===== src/rtl/blpx_pkg.sv =====
package blpx_pkg;

    localparam int CoordBitsDef = 12;
    localparam int ColourBits   = 24;
    localparam int QueueDepth   = 4;

    // command codes carried on the input tuser
    typedef enum logic {
        CMD_START = 1'b0,
        CMD_STEP  = 1'b1
    } t_cmd_e;

endpackage


===== src/rtl/blpx_front.sv =====
module blpx_front #(
    parameter int COORD_BITS = blpx_pkg::CoordBitsDef
) (
    input  logic                             i_clk,
    input  logic                             i_rst_n,
    input  logic                             i_valid,
    output logic                             o_ready,
    input  blpx_pkg::t_cmd_e                 i_kind,
    input  logic [COORD_BITS-1:0]            i_x_start,
    input  logic [COORD_BITS-1:0]            i_y_start,
    input  logic [COORD_BITS-1:0]            i_x_end,
    input  logic [COORD_BITS-1:0]            i_y_end,
    input  logic [blpx_pkg::ColourBits-1:0]  i_colour,
    output logic                             o_valid,
    input  logic                             i_ready,
    output blpx_pkg::t_cmd_e                 o_kind,
    output logic [COORD_BITS-1:0]            o_x_start,
    output logic [COORD_BITS-1:0]            o_y_start,
    output logic [COORD_BITS-1:0]            o_major_end,
    output logic [COORD_BITS-1:0]            o_span_major,
    output logic [COORD_BITS-1:0]            o_span_minor,
    output logic                             o_x_dec,
    output logic                             o_y_dec,
    output logic                             o_x_major,
    output logic [blpx_pkg::ColourBits-1:0]  o_colour
);

    logic                            r_valid;
    blpx_pkg::t_cmd_e                r_kind;
    logic [COORD_BITS-1:0]           r_x_start;
    logic [COORD_BITS-1:0]           r_y_start;
    logic [COORD_BITS-1:0]           r_major_end;
    logic [COORD_BITS-1:0]           r_span_major;
    logic [COORD_BITS-1:0]           r_span_minor;
    logic                            r_x_dec;
    logic                            r_y_dec;
    logic                            r_x_major;
    logic [blpx_pkg::ColourBits-1:0] r_colour;

    logic [COORD_BITS:0]   dx;
    logic [COORD_BITS:0]   dy;
    logic [COORD_BITS-1:0] adx;
    logic [COORD_BITS-1:0] ady;
    logic                  x_major;
    logic                  load;

    assign o_ready = !r_valid || i_ready;
    assign load    = i_valid && o_ready;

    // signed differences, one extra bit so no overflow
    assign dx = {i_x_end[COORD_BITS-1], i_x_end} - {i_x_start[COORD_BITS-1], i_x_start};
    assign dy = {i_y_end[COORD_BITS-1], i_y_end} - {i_y_start[COORD_BITS-1], i_y_start};
    assign adx = dx[COORD_BITS] ? COORD_BITS'(~dx + 1'b1) : dx[COORD_BITS-1:0];
    assign ady = dy[COORD_BITS] ? COORD_BITS'(~dy + 1'b1) : dy[COORD_BITS-1:0];
    // x wins ties
    assign x_major = (adx >= ady);

    always_ff @(posedge i_clk) begin
        if (!i_rst_n) begin
            r_valid <= 1'b0;
        end else if (o_ready) begin
            r_valid <= i_valid;
        end
        if (load) begin
            r_kind       <= i_kind;
            r_x_start    <= i_x_start;
            r_y_start    <= i_y_start;
            r_major_end  <= x_major ? i_x_end : i_y_end;
            r_span_major <= x_major ? adx : ady;
            r_span_minor <= x_major ? ady : adx;
            r_x_dec      <= dx[COORD_BITS];
            r_y_dec      <= dy[COORD_BITS];
            r_x_major    <= x_major;
            r_colour     <= i_colour;
        end
    end

    assign o_valid      = r_valid;
    assign o_kind       = r_kind;
    assign o_x_start    = r_x_start;
    assign o_y_start    = r_y_start;
    assign o_major_end  = r_major_end;
    assign o_span_major = r_span_major;
    assign o_span_minor = r_span_minor;
    assign o_x_dec      = r_x_dec;
    assign o_y_dec      = r_y_dec;
    assign o_x_major    = r_x_major;
    assign o_colour     = r_colour;

endmodule


===== src/rtl/blpx_queue.sv =====
module blpx_queue #(
    parameter int DATA_W = 88,
    parameter int DEPTH  = blpx_pkg::QueueDepth
) (
    input  logic              i_clk,
    input  logic              i_rst_n,
    input  logic              i_valid,
    output logic              o_ready,
    input  logic [DATA_W-1:0] i_data,
    output logic              o_valid,
    input  logic              i_ready,
    output logic [DATA_W-1:0] o_data
);

    localparam int PtrW = (DEPTH > 1) ? $clog2(DEPTH) : 1;
    localparam int CntW = $clog2(DEPTH + 1);

    logic [DATA_W-1:0] r_mem [DEPTH];
    logic [PtrW-1:0]   r_wr_ptr;
    logic [PtrW-1:0]   r_rd_ptr;
    logic [CntW-1:0]   r_count;

    logic push;
    logic pop;

    assign o_ready = (r_count != CntW'(DEPTH));
    assign o_valid = (r_count != '0);
    assign push    = i_valid && o_ready;
    assign pop     = o_valid && i_ready;
    assign o_data  = r_mem[r_rd_ptr];

    always_ff @(posedge i_clk) begin
        if (!i_rst_n) begin
            r_wr_ptr <= '0;
            r_rd_ptr <= '0;
            r_count  <= '0;
        end else begin
            if (push) begin
                r_wr_ptr <= (r_wr_ptr == PtrW'(DEPTH - 1)) ? '0 : r_wr_ptr + 1'b1;
            end
            if (pop) begin
                r_rd_ptr <= (r_rd_ptr == PtrW'(DEPTH - 1)) ? '0 : r_rd_ptr + 1'b1;
            end
            if (push && !pop) begin
                r_count <= r_count + 1'b1;
            end else if (pop && !push) begin
                r_count <= r_count - 1'b1;
            end
        end
        if (push) begin
            r_mem[r_wr_ptr] <= i_data;
        end
    end

endmodule


===== src/rtl/blpx_back.sv =====
module blpx_back #(
    parameter int COORD_BITS = blpx_pkg::CoordBitsDef
) (
    input  logic                             i_clk,
    input  logic                             i_rst_n,
    input  logic                             i_valid,
    output logic                             o_ready,
    input  blpx_pkg::t_cmd_e                 i_kind,
    input  logic [COORD_BITS-1:0]            i_x_start,
    input  logic [COORD_BITS-1:0]            i_y_start,
    input  logic [COORD_BITS-1:0]            i_major_end,
    input  logic [COORD_BITS-1:0]            i_span_major,
    input  logic [COORD_BITS-1:0]            i_span_minor,
    input  logic                             i_x_dec,
    input  logic                             i_y_dec,
    input  logic                             i_x_major,
    input  logic [blpx_pkg::ColourBits-1:0]  i_colour,
    output logic                             o_line_active,
    output logic                             o_valid,
    input  logic                             i_ready,
    output logic [COORD_BITS-1:0]            o_pixel_x,
    output logic [COORD_BITS-1:0]            o_pixel_y,
    output logic [blpx_pkg::ColourBits-1:0]  o_colour,
    output logic                             o_last
);

    localparam int ErrW = COORD_BITS + 2;

    logic                            r_active;
    logic [COORD_BITS-1:0]           r_cur_x;
    logic [COORD_BITS-1:0]           r_cur_y;
    logic [COORD_BITS-1:0]           r_major_end;
    logic [ErrW-1:0]                 r_err;
    logic [COORD_BITS-1:0]           r_span_major;
    logic [COORD_BITS-1:0]           r_span_minor;
    logic                            r_x_dec;
    logic                            r_y_dec;
    logic                            r_x_major;
    logic [blpx_pkg::ColourBits-1:0] r_colour;

    logic                            r_out_valid;
    logic [COORD_BITS-1:0]           r_out_x;
    logic [COORD_BITS-1:0]           r_out_y;
    logic [blpx_pkg::ColourBits-1:0] r_out_colour;
    logic                            r_out_last;

    logic                  out_free;
    logic                  is_start;
    logic                  emit;
    logic                  last;
    logic                  err_pos;
    logic [COORD_BITS-1:0] major_pos;
    logic [COORD_BITS-1:0] step_x;
    logic [COORD_BITS-1:0] step_y;
    logic [COORD_BITS-1:0] n_cur_x;
    logic [COORD_BITS-1:0] n_cur_y;
    logic [ErrW-1:0]       n_err;
    logic [ErrW-1:0]       init_err;

    assign out_free = !r_out_valid || i_ready;
    assign is_start = (i_kind == blpx_pkg::CMD_START);
    // starts and idle steps never need the output slot
    assign o_ready  = is_start || !r_active || out_free;
    assign emit     = i_valid && o_ready && !is_start && r_active;

    assign major_pos = r_x_major ? r_cur_x : r_cur_y;
    assign last      = (major_pos == r_major_end);
    assign err_pos   = !r_err[ErrW-1] && (r_err != '0);
    assign step_x    = r_x_dec ? '1 : COORD_BITS'(1);
    assign step_y    = r_y_dec ? '1 : COORD_BITS'(1);

    always_comb begin
        n_cur_x = r_cur_x;
        n_cur_y = r_cur_y;
        if (r_x_major) begin
            n_cur_x = r_cur_x + step_x;
            if (err_pos) begin
                n_cur_y = r_cur_y + step_y;
            end
        end else begin
            n_cur_y = r_cur_y + step_y;
            if (err_pos) begin
                n_cur_x = r_cur_x + step_x;
            end
        end
        n_err = r_err + {2'b00, r_span_minor} - (err_pos ? {2'b00, r_span_major} : '0);
    end

    // minor span minus half the major span, truncated
    assign init_err = {2'b00, i_span_minor} - {3'b000, i_span_major[COORD_BITS-1:1]};

    always_ff @(posedge i_clk) begin
        if (!i_rst_n) begin
            r_active     <= 1'b0;
            r_out_valid  <= 1'b0;
            r_cur_x      <= '0;
            r_cur_y      <= '0;
            r_major_end  <= '0;
            r_err        <= '0;
            r_span_major <= '0;
            r_span_minor <= '0;
            r_x_dec      <= 1'b0;
            r_y_dec      <= 1'b0;
            r_x_major    <= 1'b0;
            r_colour     <= '0;
        end else begin
            if (emit) begin
                r_out_valid <= 1'b1;
            end else if (i_ready) begin
                r_out_valid <= 1'b0;
            end
            if (i_valid && is_start) begin
                r_active     <= 1'b1;
                r_cur_x      <= i_x_start;
                r_cur_y      <= i_y_start;
                r_major_end  <= i_major_end;
                r_err        <= init_err;
                r_span_major <= i_span_major;
                r_span_minor <= i_span_minor;
                r_x_dec      <= i_x_dec;
                r_y_dec      <= i_y_dec;
                r_x_major    <= i_x_major;
                r_colour     <= i_colour;
            end else if (emit) begin
                if (last) begin
                    r_active <= 1'b0;
                end else begin
                    r_cur_x <= n_cur_x;
                    r_cur_y <= n_cur_y;
                    r_err   <= n_err;
                end
            end
        end
        if (emit) begin
            r_out_x      <= r_cur_x;
            r_out_y      <= r_cur_y;
            r_out_colour <= r_colour;
            r_out_last   <= last;
        end
    end

    assign o_line_active = r_active;
    assign o_valid       = r_out_valid;
    assign o_pixel_x     = r_out_x;
    assign o_pixel_y     = r_out_y;
    assign o_colour      = r_out_colour;
    assign o_last        = r_out_last;

endmodule


===== src/rtl/bresenham_line_pixel_stepper_top.sv =====
// bresenham line stepper, all eight octants
//
// slave stream: tuser carries the command (0 starts a line, 1 asks for the
// next pixel); tdata carries the two endpoints and the colour. a start loads
// the line and gives no pixel, a step while idle gives nothing, a start in
// the middle of a line drops the old one.
// master stream: one pixel per step while a line is active, tlast on the
// second endpoint. a line gives major span plus one pixels.
//
// a slave transfer passes the classify register, the command queue and the
// pixel register before it shows up as a pixel on the master side. the block
// takes one transfer and gives one pixel per cycle while the receiver
// keeps up; the pixel stepper does its adds and compares combinationally.
// reset clears the queue, the current line and the output register. when the
// receiver stalls the pixel register holds, starts and idle steps drain from
// the queue, and s_axis_tready drops once queue and classify register fill.
module bresenham_line_pixel_stepper_top #(
    parameter int  COORD_BITS = blpx_pkg::CoordBitsDef,
    localparam int InW  = 4 * COORD_BITS + blpx_pkg::ColourBits,
    localparam int InTW = ((InW + 7) / 8) * 8,
    localparam int OutW  = 2 * COORD_BITS + blpx_pkg::ColourBits,
    localparam int OutTW = ((OutW + 7) / 8) * 8
) (
    input  logic             i_clk,
    input  logic             i_rst_n,
    input  logic             s_axis_tvalid,
    output logic             s_axis_tready,
    // x_start, y_start, x_end, y_end, line_colour_in
    input  logic [InTW-1:0]  s_axis_tdata,
    // command
    input  logic             s_axis_tuser,
    output logic             m_axis_tvalid,
    input  logic             m_axis_tready,
    // pixel_x, pixel_y, pixel_colour
    output logic [OutTW-1:0] m_axis_tdata,
    output logic             m_axis_tlast
);

    localparam int CW  = COORD_BITS;
    localparam int ClW = blpx_pkg::ColourBits;
    localparam int QW  = 1 + 5 * CW + 3 + ClW;

    logic                    f_valid;
    logic                    f_ready;
    blpx_pkg::t_cmd_e        f_kind;
    blpx_pkg::t_cmd_e        in_kind;
    logic [CW-1:0]           f_x_start;
    logic [CW-1:0]           f_y_start;
    logic [CW-1:0]           f_major_end;
    logic [CW-1:0]           f_span_major;
    logic [CW-1:0]           f_span_minor;
    logic                    f_x_dec;
    logic                    f_y_dec;
    logic                    f_x_major;
    logic [ClW-1:0]          f_colour;

    logic                    q_valid;
    logic                    q_ready;
    logic [QW-1:0]           q_in;
    logic [QW-1:0]           q_out;
    blpx_pkg::t_cmd_e        q_kind;

    logic                    line_active;
    logic [CW-1:0]           px;
    logic [CW-1:0]           py;
    logic [ClW-1:0]          pcolour;

    assign in_kind = blpx_pkg::t_cmd_e'(s_axis_tuser);

    blpx_front #(
        .COORD_BITS (COORD_BITS)
    ) u_front (
        .i_clk        (i_clk),
        .i_rst_n      (i_rst_n),
        .i_valid      (s_axis_tvalid),
        .o_ready      (s_axis_tready),
        .i_kind       (in_kind),
        .i_x_start    (s_axis_tdata[CW-1:0]),
        .i_y_start    (s_axis_tdata[2*CW-1:CW]),
        .i_x_end      (s_axis_tdata[3*CW-1:2*CW]),
        .i_y_end      (s_axis_tdata[4*CW-1:3*CW]),
        .i_colour     (s_axis_tdata[4*CW+ClW-1:4*CW]),
        .o_valid      (f_valid),
        .i_ready      (f_ready),
        .o_kind       (f_kind),
        .o_x_start    (f_x_start),
        .o_y_start    (f_y_start),
        .o_major_end  (f_major_end),
        .o_span_major (f_span_major),
        .o_span_minor (f_span_minor),
        .o_x_dec      (f_x_dec),
        .o_y_dec      (f_y_dec),
        .o_x_major    (f_x_major),
        .o_colour     (f_colour)
    );

    assign q_in = {f_colour, f_x_major, f_y_dec, f_x_dec, f_span_minor, f_span_major,
                   f_major_end, f_y_start, f_x_start, f_kind};

    blpx_queue #(
        .DATA_W (QW),
        .DEPTH  (blpx_pkg::QueueDepth)
    ) u_queue (
        .i_clk   (i_clk),
        .i_rst_n (i_rst_n),
        .i_valid (f_valid),
        .o_ready (f_ready),
        .i_data  (q_in),
        .o_valid (q_valid),
        .i_ready (q_ready),
        .o_data  (q_out)
    );

    assign q_kind = blpx_pkg::t_cmd_e'(q_out[0]);

    blpx_back #(
        .COORD_BITS (COORD_BITS)
    ) u_back (
        .i_clk         (i_clk),
        .i_rst_n       (i_rst_n),
        .i_valid       (q_valid),
        .o_ready       (q_ready),
        .i_kind        (q_kind),
        .i_x_start     (q_out[CW:1]),
        .i_y_start     (q_out[2*CW:CW+1]),
        .i_major_end   (q_out[3*CW:2*CW+1]),
        .i_span_major  (q_out[4*CW:3*CW+1]),
        .i_span_minor  (q_out[5*CW:4*CW+1]),
        .i_x_dec       (q_out[5*CW+1]),
        .i_y_dec       (q_out[5*CW+2]),
        .i_x_major     (q_out[5*CW+3]),
        .i_colour      (q_out[QW-1:5*CW+4]),
        .o_line_active (line_active),
        .o_valid       (m_axis_tvalid),
        .i_ready       (m_axis_tready),
        .o_pixel_x     (px),
        .o_pixel_y     (py),
        .o_colour      (pcolour),
        .o_last        (m_axis_tlast)
    );

    assign m_axis_tdata = OutTW'({pcolour, py, px});

    // a step taken on an active line never overwrites a pixel still waiting
    a_no_overwrite: assert property (@(posedge i_clk) disable iff (!i_rst_n)
        (q_valid && q_ready && q_kind == blpx_pkg::CMD_STEP && line_active)
            |-> (!m_axis_tvalid || m_axis_tready))
        else $error("pixel register overwritten while stalled");

    // the pixel carries tlast exactly when the line went idle
    a_last_ends_line: assert property (@(posedge i_clk) disable iff (!i_rst_n)
        (q_valid && q_ready && q_kind == blpx_pkg::CMD_STEP && line_active)
            |=> (m_axis_tvalid && (m_axis_tlast == !line_active)))
        else $error("tlast and line state disagree");

    // a step on an idle line produces nothing
    a_idle_step_silent: assert property (@(posedge i_clk) disable iff (!i_rst_n)
        (q_valid && q_ready && q_kind == blpx_pkg::CMD_STEP && !line_active
            && m_axis_tready) |=> !m_axis_tvalid)
        else $error("pixel produced by idle step");

    // the queue hands commands on whenever it holds them and the line is idle
    a_idle_drains: assert property (@(posedge i_clk) disable iff (!i_rst_n)
        (q_valid && !line_active) |-> q_ready)
        else $error("queue stalled while line idle");

endmodule


===== config.mk =====
export PLATFORM = sky130hd
export DESIGN_NAME = bresenham_line_pixel_stepper_top
export DESIGN_NICKNAME = d
export VERILOG_FILES = /design/src/rtl/blpx_pkg.sv /design/src/rtl/blpx_front.sv /design/src/rtl/blpx_queue.sv /design/src/rtl/blpx_back.sv /design/src/rtl/bresenham_line_pixel_stepper_top.sv
export SDC_FILE = /design/constraint.sdc
export NUM_CORES = 1
export LEC_CHECK = 0
export BUFFER_PORTS_ARGS = -buffer_cell sky130_fd_sc_hd__buf_2
export CAP_MARGIN = 25
export CORE_AREA = 2 2 358 253
export DETAILED_ROUTE_END_ITERATION = 16
export DIE_AREA = 0 0 360 255
export GPL_ROUTABILITY_DRIVEN = 0
export GPL_TIMING_DRIVEN = 1
export PLACE_DENSITY = 0.53
export SETUP_SLACK_MARGIN = 0.02
export SLEW_MARGIN = 20
export SYNTH_ARGS = -nofsm -noshare
export SYNTH_HDL_FRONTEND = slang
export SYNTH_SLANG_ARGS = --single-unit

===== constraint.sdc =====
create_clock -name i_clk -period 15.8 [get_ports i_clk]
set_clock_uncertainty 0.1 [all_clocks]
set_input_delay 4.74 -clock i_clk [delete_from_list [all_inputs] [get_ports i_clk]]
set_output_delay 4.74 -clock i_clk [all_outputs]
set_load 0.01 [all_outputs]

=== Word-level counts from Yosys, hierarchy flattened ===
Memories as Yosys holds them, arrays and structs flattened. A register that Yosys moved wholly into a read port is not among the register bits.
Cells that the tools add are included.

* Register bits after elaboration: 248
* Output and inout port bits: 51
* Memories kept: 1
* Memory bits (writable): 352

{| class="wikitable"
|+ Memories
! name !! depth !! width !! rd ports !! clocked after memory_dff !! write ports !! RTL line !! text
|-
| u_queue.r_mem || 4 || 88 || 1 || 1 || 1 || blpx_queue.sv:18 || <nowiki>logic [DATA_W-1:0] r_mem [DEPTH];</nowiki>
|}

* Bitwise logic cells: 3
* Equal/unequal tests: 6
* Reduce and logical (&&, ||, !) cells: 30
* Muxes and demuxes: 35
* $lt $le $gt $ge: 1
* Add/subtract/negate cells: 13

{| class="wikitable"
|+ Operator list
! operator !! number
|-
| $mux W12 || 19
|-
| $mux W14 || 3
|-
| $sub A12 B12 Y13 || 2
|-
| $add A12 B1 Y12 const B || 2
|-
| $add A12 B12 Y12 || 2
|-
| $not A12 Y12 || 2
|-
| $add A14 B12 Y14 || 1
|-
| $reduce_bool A14 Y1 || 1
|-
| $sub A14 B14 Y14 || 1
|-
| $sub A12 B11 Y13 || 1
|-
| $eq A12 B12 Y1 || 1
|-
| $ge A12 B12 Y1 || 1
|-
| $logic_and A1 B1 Y1 || 9
|-
| $mux W2 || 4
|-
| $reduce_bool A2 Y1 || 4
|-
| $mux W1 || 7
|-
| $logic_not A1 Y1 || 6
|-
| $mux W3 || 2
|-
| $ne A3 B3 Y1 const B || 2
|-
| $reduce_and A3 Y1 || 2
|-
| $reduce_bool A3 Y1 || 2
|-
| $add A2 B1 Y2 const B || 2
|-
| $eq A2 B2 Y1 const B || 2
|-
| $logic_or A1 B1 Y1 || 4
|-
| 5 further kinds || 6
|}

=== Depth between registers and ports, before layout ===
Gate-level depths: netlist of the first run.

* Word-level depth: 8
* Depth in mapped cells: 22
* Gate-level depth less buffers: 21

=== Cells and area by module ===
A second synthesis of the first run with hierarchy kept.

* Cell total of the unflattened synthesis: 1,889
* Area total of the unflattened synthesis: 26,530.4 sq um

{| class="wikitable"
|+ By module, submodules not included
! module !! area an instance (sq um) !! cells each !! sequential area each (sq um) !! times used
|-
| blpx_queue || 13,161.4 || 511 || 10,750.3 || 1
|-
| blpx_back || 8,298.0 || 936 || 3,533.4 || 1
|-
| blpx_front || 5,071.1 || 442 || 2,662.6 || 1
|}

=== Least setup slack after synthesis of the first run ===
No wires, ideal clock.

* Kind: input to register
* Start: in s_axis_tvalid
* End: reg u_front.r_colour, in the netlist u_front.o_colour[0], enable pin
* Library setup time: 0.587 ns
* Buffers on the path: 0
* Data arrival time: 9.192 ns
* Stages on the path: 2
* Setup slack: 5.921 ns
* Cells stage by stage: inv_1 a31oi_1

* Cells in the longest elaborated chain, start to end: 1

{| class="wikitable"
|+ Ends and longest elaborated chain
! item !! RTL line !! text
|-
| start: declaration || bresenham_line_pixel_stepper_top.sv:26 || <nowiki>input logic s_axis_tvalid,</nowiki>
|-
| $logic_and A1 B1 Y1 || blpx_front.sv:48 || <nowiki>assign load = i_valid && o_ready;</nowiki>
|-
| net u_front.load || blpx_front.sv:45 || <nowiki>logic load;</nowiki>
|-
| end signal: assignment || blpx_front.sv:74 || <nowiki>r_colour <= i_colour;</nowiki>
|-
| end: declaration || blpx_front.sv:38 || <nowiki>logic [blpx_pkg::ColourBits-1:0] r_colour;</nowiki>
|}

The timed path passes the listed nets, and every way through them passes these cells.
A chain may end at the register's enable or synchronous reset.

=== Worst setup path after layout of the first run ===
* Start: in s_axis_tdata[24]
* End: reg u_front.r_major_end[7] (netlist: u_front.o_major_end[7]), data pin

* Elaborated cells on any way between the ends: 6
* Classes of those cells: add/sub: 2; order compare: 1; mux: 2; bitwise: 1

{| class="wikitable"
|+ RTL lines
! item !! RTL line !! text
|-
| start: declaration || bresenham_line_pixel_stepper_top.sv:29 || <nowiki>input logic [InTW-1:0] s_axis_tdata,</nowiki>
|-
| $sub A12 B12 Y13 || blpx_front.sv:51 || <nowiki>assign dx = {i_x_end[COORD_BITS-1], i_x_end} - {i_x_start[COORD_BITS-1], i_x_start};</nowiki>
|-
| net u_front.dx[12] || blpx_front.sv:40 || <nowiki>logic [COORD_BITS:0] dx;</nowiki>
|-
| $mux W12 || blpx_front.sv:53 || <nowiki>assign adx = dx[COORD_BITS] ? COORD_BITS'(~dx + 1'b1) : dx[COORD_BITS-1:0];</nowiki>
|-
| $ge A12 B12 Y1 || blpx_front.sv:56 || <nowiki>assign x_major = (adx >= ady);</nowiki>
|-
| $mux W12 || blpx_front.sv:68 || <nowiki>r_major_end <= x_major ? i_x_end : i_y_end;</nowiki>
|-
| end signal: assignment || blpx_front.sv:68 ||
|-
| end: declaration || blpx_front.sv:32 || <nowiki>logic [COORD_BITS-1:0] r_major_end;</nowiki>
|}

The timed path passes the listed nets, and every way through them passes these cells.

==> results of run 1 <==
[final cells by class]
class,instances,area share
clock inverters,31,0.008792
inverters,133,0.01639
flip-flops and latches,602,0.5567
clock buffers,90,0.06088
well taps,1175,0.04827
multi-input cells,1058,0.2827
diodes,1,0.00008217
repair buffers,146,0.02621
[per-layer routing]
metal  routed length, um  part of all wire  global-route usage
met2               27950              0.43              0.2147
met1               33120              0.50              0.2143
met4                1180             0.018             0.03541
met3                3346             0.051             0.02667
met5                   0                 0                   0
[through the flow]
step / std cells / worst slack, ns / power (mW)
2_1_floorplan: 1866 / 5.921 / 3.669
5_1_grt: 3235 / 5.567 / 6.155
6_report: 3236 / 5.907 / 5.775
3_3_place_gp: 3113 / 5.455 / 4.241
3_5_place_dp: 3114 / 5.350 / 4.291
4_1_cts: 3235 / 5.980 / 5.832
[worst paths after layout]
| path | start | endpoint |
|---|---|---|
| worst max-delay path | s_axis_tdata[24] | u_front.o_major_end[7] |
| worst max register to register | u_back.r_err[12] | u_back.r_err[12] |
| worst min-delay path | u_back.r_colour[19] | u_back.o_colour[19] |
| worst min register to register | u_back.r_colour[19] | u_back.o_colour[19] |
[placed cells by master (no fill, tap or decap), types with 7 or more instances in the layout]
cell type  instances
edfxtp_1         489
nand2_1          176
a21oi_1          132
inv_1            130
buf_2            127
dfxtp_1          111
ha_1              90
mux4_2            88
nor2_1            83
clkbuf_16         68
o21ai_0           57
xnor2_1           49
mux2i_1           43
nor3_1            28
a211oi_1          25
nor2b_1           22
xor2_1            20
nand3_1           18
fa_1              18
buf_4             18
and2_1            17
clkbuf_1          15
a21o_1            14
o21a_1            13
o211ai_1          13
or3_1             12
nand2b_1          12
mux2_2            11
a31oi_1            9
clkinv_2           9
and3_1             8
clkinv_1           8
nor4_1             7
clkbuf_8           7
[registers in the layout (all words and copies together), names as in the netlist, 2 cells and up, named ones only]
register / cells
u_back.o_colour: 24
u_back.o_pixel_x: 12
u_back.o_pixel_y: 12
u_back.r_colour: 24
u_back.r_cur_x: 12
u_back.r_cur_y: 12
u_back.r_err: 14
u_back.r_major_end: 12
u_back.r_span_major: 12
u_back.r_span_minor: 12
u_front.o_colour: 24
u_front.o_major_end: 12
u_front.o_span_major: 12
u_front.o_span_minor: 12
u_front.o_x_start: 12
u_front.o_y_start: 12
u_queue.r_count: 3
u_queue.r_mem: 352
u_queue.r_rd_ptr: 2
u_queue.r_wr_ptr: 2
[worst max-delay path: stages]
cell and delay, ns:
buf_2 0.08, inv_1 0.05, ha_1 0.22, fa_1 0.42, nand2b_1 0.18, a21oi_1 0.31, o211ai_1 0.19, a41oi_1 0.55
inv_1 0.25, o21ai_0 0.16, xor2_1 0.27, inv_1 0.08, ha_1 0.31, a21oi_1 0.18, nor2_1 0.05, a2111oi_0 0.37
o31ai_1 0.14, a21oi_1 0.17, o21a_1 0.14, buf_4 0.28, clkinv_1 0.31, buf_4 0.34, mux2_2 0.32
[power breakdown]
part	total, mW	leakage, nW	switching (mW)	internal (mW)
registers	2.26	5.44	0.219	2.04
logic	2.00	4.25	1.18	0.828
clock network	1.51	1.03	0.644	0.866
total	5.78	10.7	2.04	3.74
[cell families (layout without fill, tap and decap cells)]
group           Yosys count  count (layout)
flops                   602             602
simple gates            406             406
compound gates          333             333
buf+inv                 206             400
mux                     142             142
fa+ha+maj               108             108
xor+xnor                 69              69
other cells               0               1
==> flow_summary_export.csv, run 1 <==
group,metric,value,unit
run_status,status,"completed",
clock_network,clock_latency,0.61,ns
cells_and_area,drive_above_1_share,0.1782,
yosys,async_reset_ff_frac,0,
cells_and_area,multi_input_area,8610,sq um
timing,slew_headroom,0.3339,
grt,grtUsageTotal,0.1436,
grt,antenna_found_initial,3,
route,drt_iter0_drc,1274,
timing,finalSetupViolCount,0,
clock_network,cts_resized,0,
power_and_ir_drop,power.leakage,10.72,nW
worst_hold_path,hp-class,"reg -> reg",
yosys,synth-seq-cells,602,
floorplan,die_area,91800,sq um
yosys,synth_edf_count,489,
yosys,syn_area,26320,sq um
yosys,yosysUniqueCellTypes,71,
yosys,synth-simple-area-share,0.07032,
yosys,yosys.area.top_type,"edfxtp_1",
clock_network,post-cts-setup-buffers,0,
yosys,ys_warn_count,0,
critical_path,cp-start-kind,"primary input",
cells_and_area,design_area,30460,sq um
clock_network,path_clk_slew,0.06,ns
yosys,synth_cells,1866,
critical_path,r2r_cells,20,
timing,max_clock_freq,0.1011,GHz
grt,grt_max_degree,76,
floorplan,core-area,88980,sq um
power_and_ir_drop,power_density,189.6,nW/um^2
yosys,synthAdderAreaFrac,0.05648,
floorplan,die_h,255,um
cells_and_area,finalCoreUtilization,0.3423,
clock_network,cts_tree,"built",
job,maxCapViolations,0,
timing,drv_slew,0,
timing,fin_setup_tns,0,ns
yosys,synth_compound_area_frac,0.07959,
grt,first_global_vias,15910,
floorplan,num_rows,92,
yosys,synthTopCellsByArea,"edfxtp_1 56%, dfxtp_1 8.6%, mux4_2 7.5%",
timing,period_share,0.6261,
yosys,synth_xor_area_frac,0.02296,
yosys,synth_mux_area_frac,0.09637,
cells_and_area,seq_area,16950,sq um
timing,whs,0.3311,ns
route,wl_per_cell,20.27,um
yosys,synthFlopType,"edfxtp_1",
clock_network,htree_num_levels,3,
critical_path,r2r_slack,10.70,ns
grt,grt_pass1_wl,99710,um
critical_path,crit_path_end_kind,"register",
yosys,synth_top_family_by_area,"multiplexers",
route,drc_errors,0,
clock_network,clockBufferDepth,3,
yosys,syn_avg_cell_area,14.10,sq um
route,wirelength,65600,um
route,num_vias,15650,
yosys,synth_nets,2051,
yosys,synth_common_cells,"489 x edfxtp_1, 176 x nand2_1, 132 x a21oi_1, 132 x inv_1, 113 x dfxtp_1",
critical_path,cp.required,16.04,ns
placed_design,port-buffer-count,127,
placed_design,placed_area,28330,sq um
critical_path,cp_max_fo,25,
cells_and_area,nets,2192,
clock_network,cts_buffers,66,
critical_path,worstSetupPathType,"in -> reg",
yosys,synth_top_area_frac,0.5580,
timing,hold_viol,0,
placed_design,dp_hpwl,43290,um
route,firstDrtPassIters,5,
grt,overflow,0,
power_and_ir_drop,peakVddDrop,0.1062,mV
worst_hold_path,min_delay_path_depth,0,
critical_path,arrival,10.13,ns
timing,rsz0062_at_grt,"false",
yosys,yosysSeqAreaShare,0.6439,
route,viasPerCell,4.837,
floorplan,die_w,360,um
timing,post-route-min-period,9.893,ns
timing,worstMarginPinSlew,0.9992,ns
clock_network,cts-root-buf,"clkbuf_16",
yosys,synth.most_common_cell,"edfxtp_1",
cells_and_area,area_delta_synth_final,15.73,%
cells_and_area,num-fill-cells,8612,
route,detail-route-antenna-nets,0,
clock_network,cts_sinks,602,
floorplan,start_util,0.2958,
clock_network,cts_hold_buf,0,
floorplan,io_pins,128,
(Power assumes the default switching activity.)
==> run 2, diff against run 1 <==
- PLACE_DENSITY: 0.53 -> 0.54
- clock period: 15.8 -> 8 ns (I/O delays scaled with it)
==> flow_summary_export.csv, run 2 (synthesized netlist as in run 1, its figures left out) <==
group,metric,value,unit
timing,slew_headroom,0.3370,
cells_and_area,num-fill-cells,8542,
floorplan,core-area,88980,sq um
cells_and_area,multi_input_area,8608,sq um
placed_design,dp_hpwl,42830,um
clock_network,cts_resized,0,
clock_network,cts_tree,"built",
timing,finalSetupViolCount,0,
cells_and_area,nets,2188,
cells_and_area,seq_area,16950,sq um
cells_and_area,final_cell_mix,"489 x edfxtp_1, 176 x nand2_1, 132 x a21oi_1",
timing,post-route-min-period,7.089,ns
route,viasPerCell,4.819,
timing,period_share,0.8861,
placed_design,placed_area,28320,sq um
timing,max_clock_freq,0.1411,GHz
cells_and_area,final_common_cell,"edfxtp_1",
power_and_ir_drop,comb_power_share,0.341,
floorplan,io_pins,128,
timing,fin_setup_tns,0,ns
clock_network,cts_buffers,61,
power_and_ir_drop,peakVddDrop,0.1842,mV
power_and_ir_drop,intPower,7.380,mW
route,drt_iter0_drc,1318,
power_and_ir_drop,p_sw_frac,0.3506,
placed_design,port-buffer-count,127,
worst_hold_path,min_delay_path_depth,0,
floorplan,die_area,91800,sq um
grt,grtUsageTotal,0.1408,
clock_network,cts_hold_buf,0,
floorplan,start_util,0.2958,
power_and_ir_drop,p_sw,3.984,mW
power_and_ir_drop,power_density,373.1,nW/um^2
floorplan,die_w,360,um
clock_network,cts_sinks,602,
power_and_ir_drop,p_total,11.36,mW
grt,antenna_found_initial,1,
placed_design,place_inst,3115,
grt,first_global_vias,15910,
cells_and_area,finalCoreUtilization,0.3423,
timing,hold_viol,0,
job,maxCapViolations,0,
grt,grt_pass1_wl,98060,um
clock_network,cts-root-buf,"clkbuf_16",
power_and_ir_drop,power_frac_seq,0.394,
route,detail-route-antenna-nets,0,
run_status,status,"completed",
route,firstDrtPassIters,5,
clock_network,clock_latency,0.66,ns
clock_network,path_clk_slew,0.06,ns
critical_path,worstSetupPathType,"in -> reg",
timing,drv_slew,0,
critical_path,r2r_cells,20,
clock_network,post-cts-setup-buffers,0,
critical_path,crit_path_end_kind,"register",
clock_network,htree_num_levels,2,
route,wirelength,64630,um
critical_path,cp.required,8.31,ns
worst_hold_path,hp-class,"reg -> reg",
timing,worstMarginPinSlew,0.9695,ns
cells_and_area,area_delta_synth_final,15.73,%
grt,overflow,0,
critical_path,arrival,7.40,ns
route,drc_errors,0,
floorplan,die_h,255,um
timing,rsz0062_at_grt,"false",
cells_and_area,largest_reg_flops,352,
floorplan,num_rows,92,
power_and_ir_drop,p_clk_frac,0.266,
route,wl_per_cell,20.00,um
cells_and_area,regMostFlops,"u_queue.r_mem",
route,num_vias,15580,
power_and_ir_drop,power.leakage,10.69,nW
critical_path,cp_max_fo,11,
grt,grt_max_degree,79,
critical_path,cp-start-kind,"primary input",
clock_network,clockBufferDepth,3,
cells_and_area,final_cell_count_no_fill,3232,
cells_and_area,drive_above_1_share,0.1804,
cells_and_area,design_area,30460,sq um
[run 2: critical path, stage by stage]
cell       delay [ns]
buf_2            0.11
inv_1            0.05
ha_1             0.33
nor2b_1          0.19
o31ai_1          0.56
a21o_1           0.20
o21ai_1          0.12
a2111oi_1        0.44
buf_4            0.24
o22ai_1          0.11
xnor2_1          0.31
ha_1             0.31
a21oi_1          0.17
nor2_1           0.07
a2111oi_0        0.53
o31ai_1          0.19
a21oi_1          0.16
o21a_1           0.16
clkinv_1         0.19
buf_4            0.25
mux2_2           0.28
[run 2: metal layers]
metal	track usage	vias to the layer above	wire length (um)
met2	0.2087	388	27360
met5	0	-	0
met1	0.2097	7842	31590
li1	-	7262	-
met4	0.03445	0	1235
met3	0.02919	84	4443
[run 2: stage by stage]
stage	setup slack, ns	hold slack (ns)
finish	0.9115	0.3289
global route	0.5328	0.3399
CTS	1.028	0.3310
detailed placement	0.3485	0.3131
global placement	0.5142	0.3140
floorplan	0.4606	0.3081
[run 2: power by group through the flow]
stage	clock network [mW]	registers, mW	logic (mW)
after floorplan	0	4.32	2.93
after global placement	0	4.52	3.81
after detailed placement	0	4.55	3.88
after CTS	3.11	4.48	3.91
after global routing	3.23	4.54	4.35
final	3.02	4.47	3.87
[run 2: layout make-up]
type	instances	area share
multi-input combinational	1058	0.2826
clock buffer	69	0.05143
tap	1175	0.04827
timing repair buffer	147	0.02580
clock inverter	47	0.01873
antenna	1	0.00008216
inverter	133	0.01639
sequential	602	0.5567
[run 2: final timing paths]
check | startpoint | endpoint | slack (ns)
max | s_axis_tdata[14] | u_front.o_major_end[6] | 0.91
min reg2reg | u_back.r_colour[20] | u_back.o_colour[20] | 0.33
max reg2reg | u_back.r_err[12] | u_back.r_err[12] | 2.91
min | u_back.r_colour[20] | u_back.o_colour[20] | 0.33
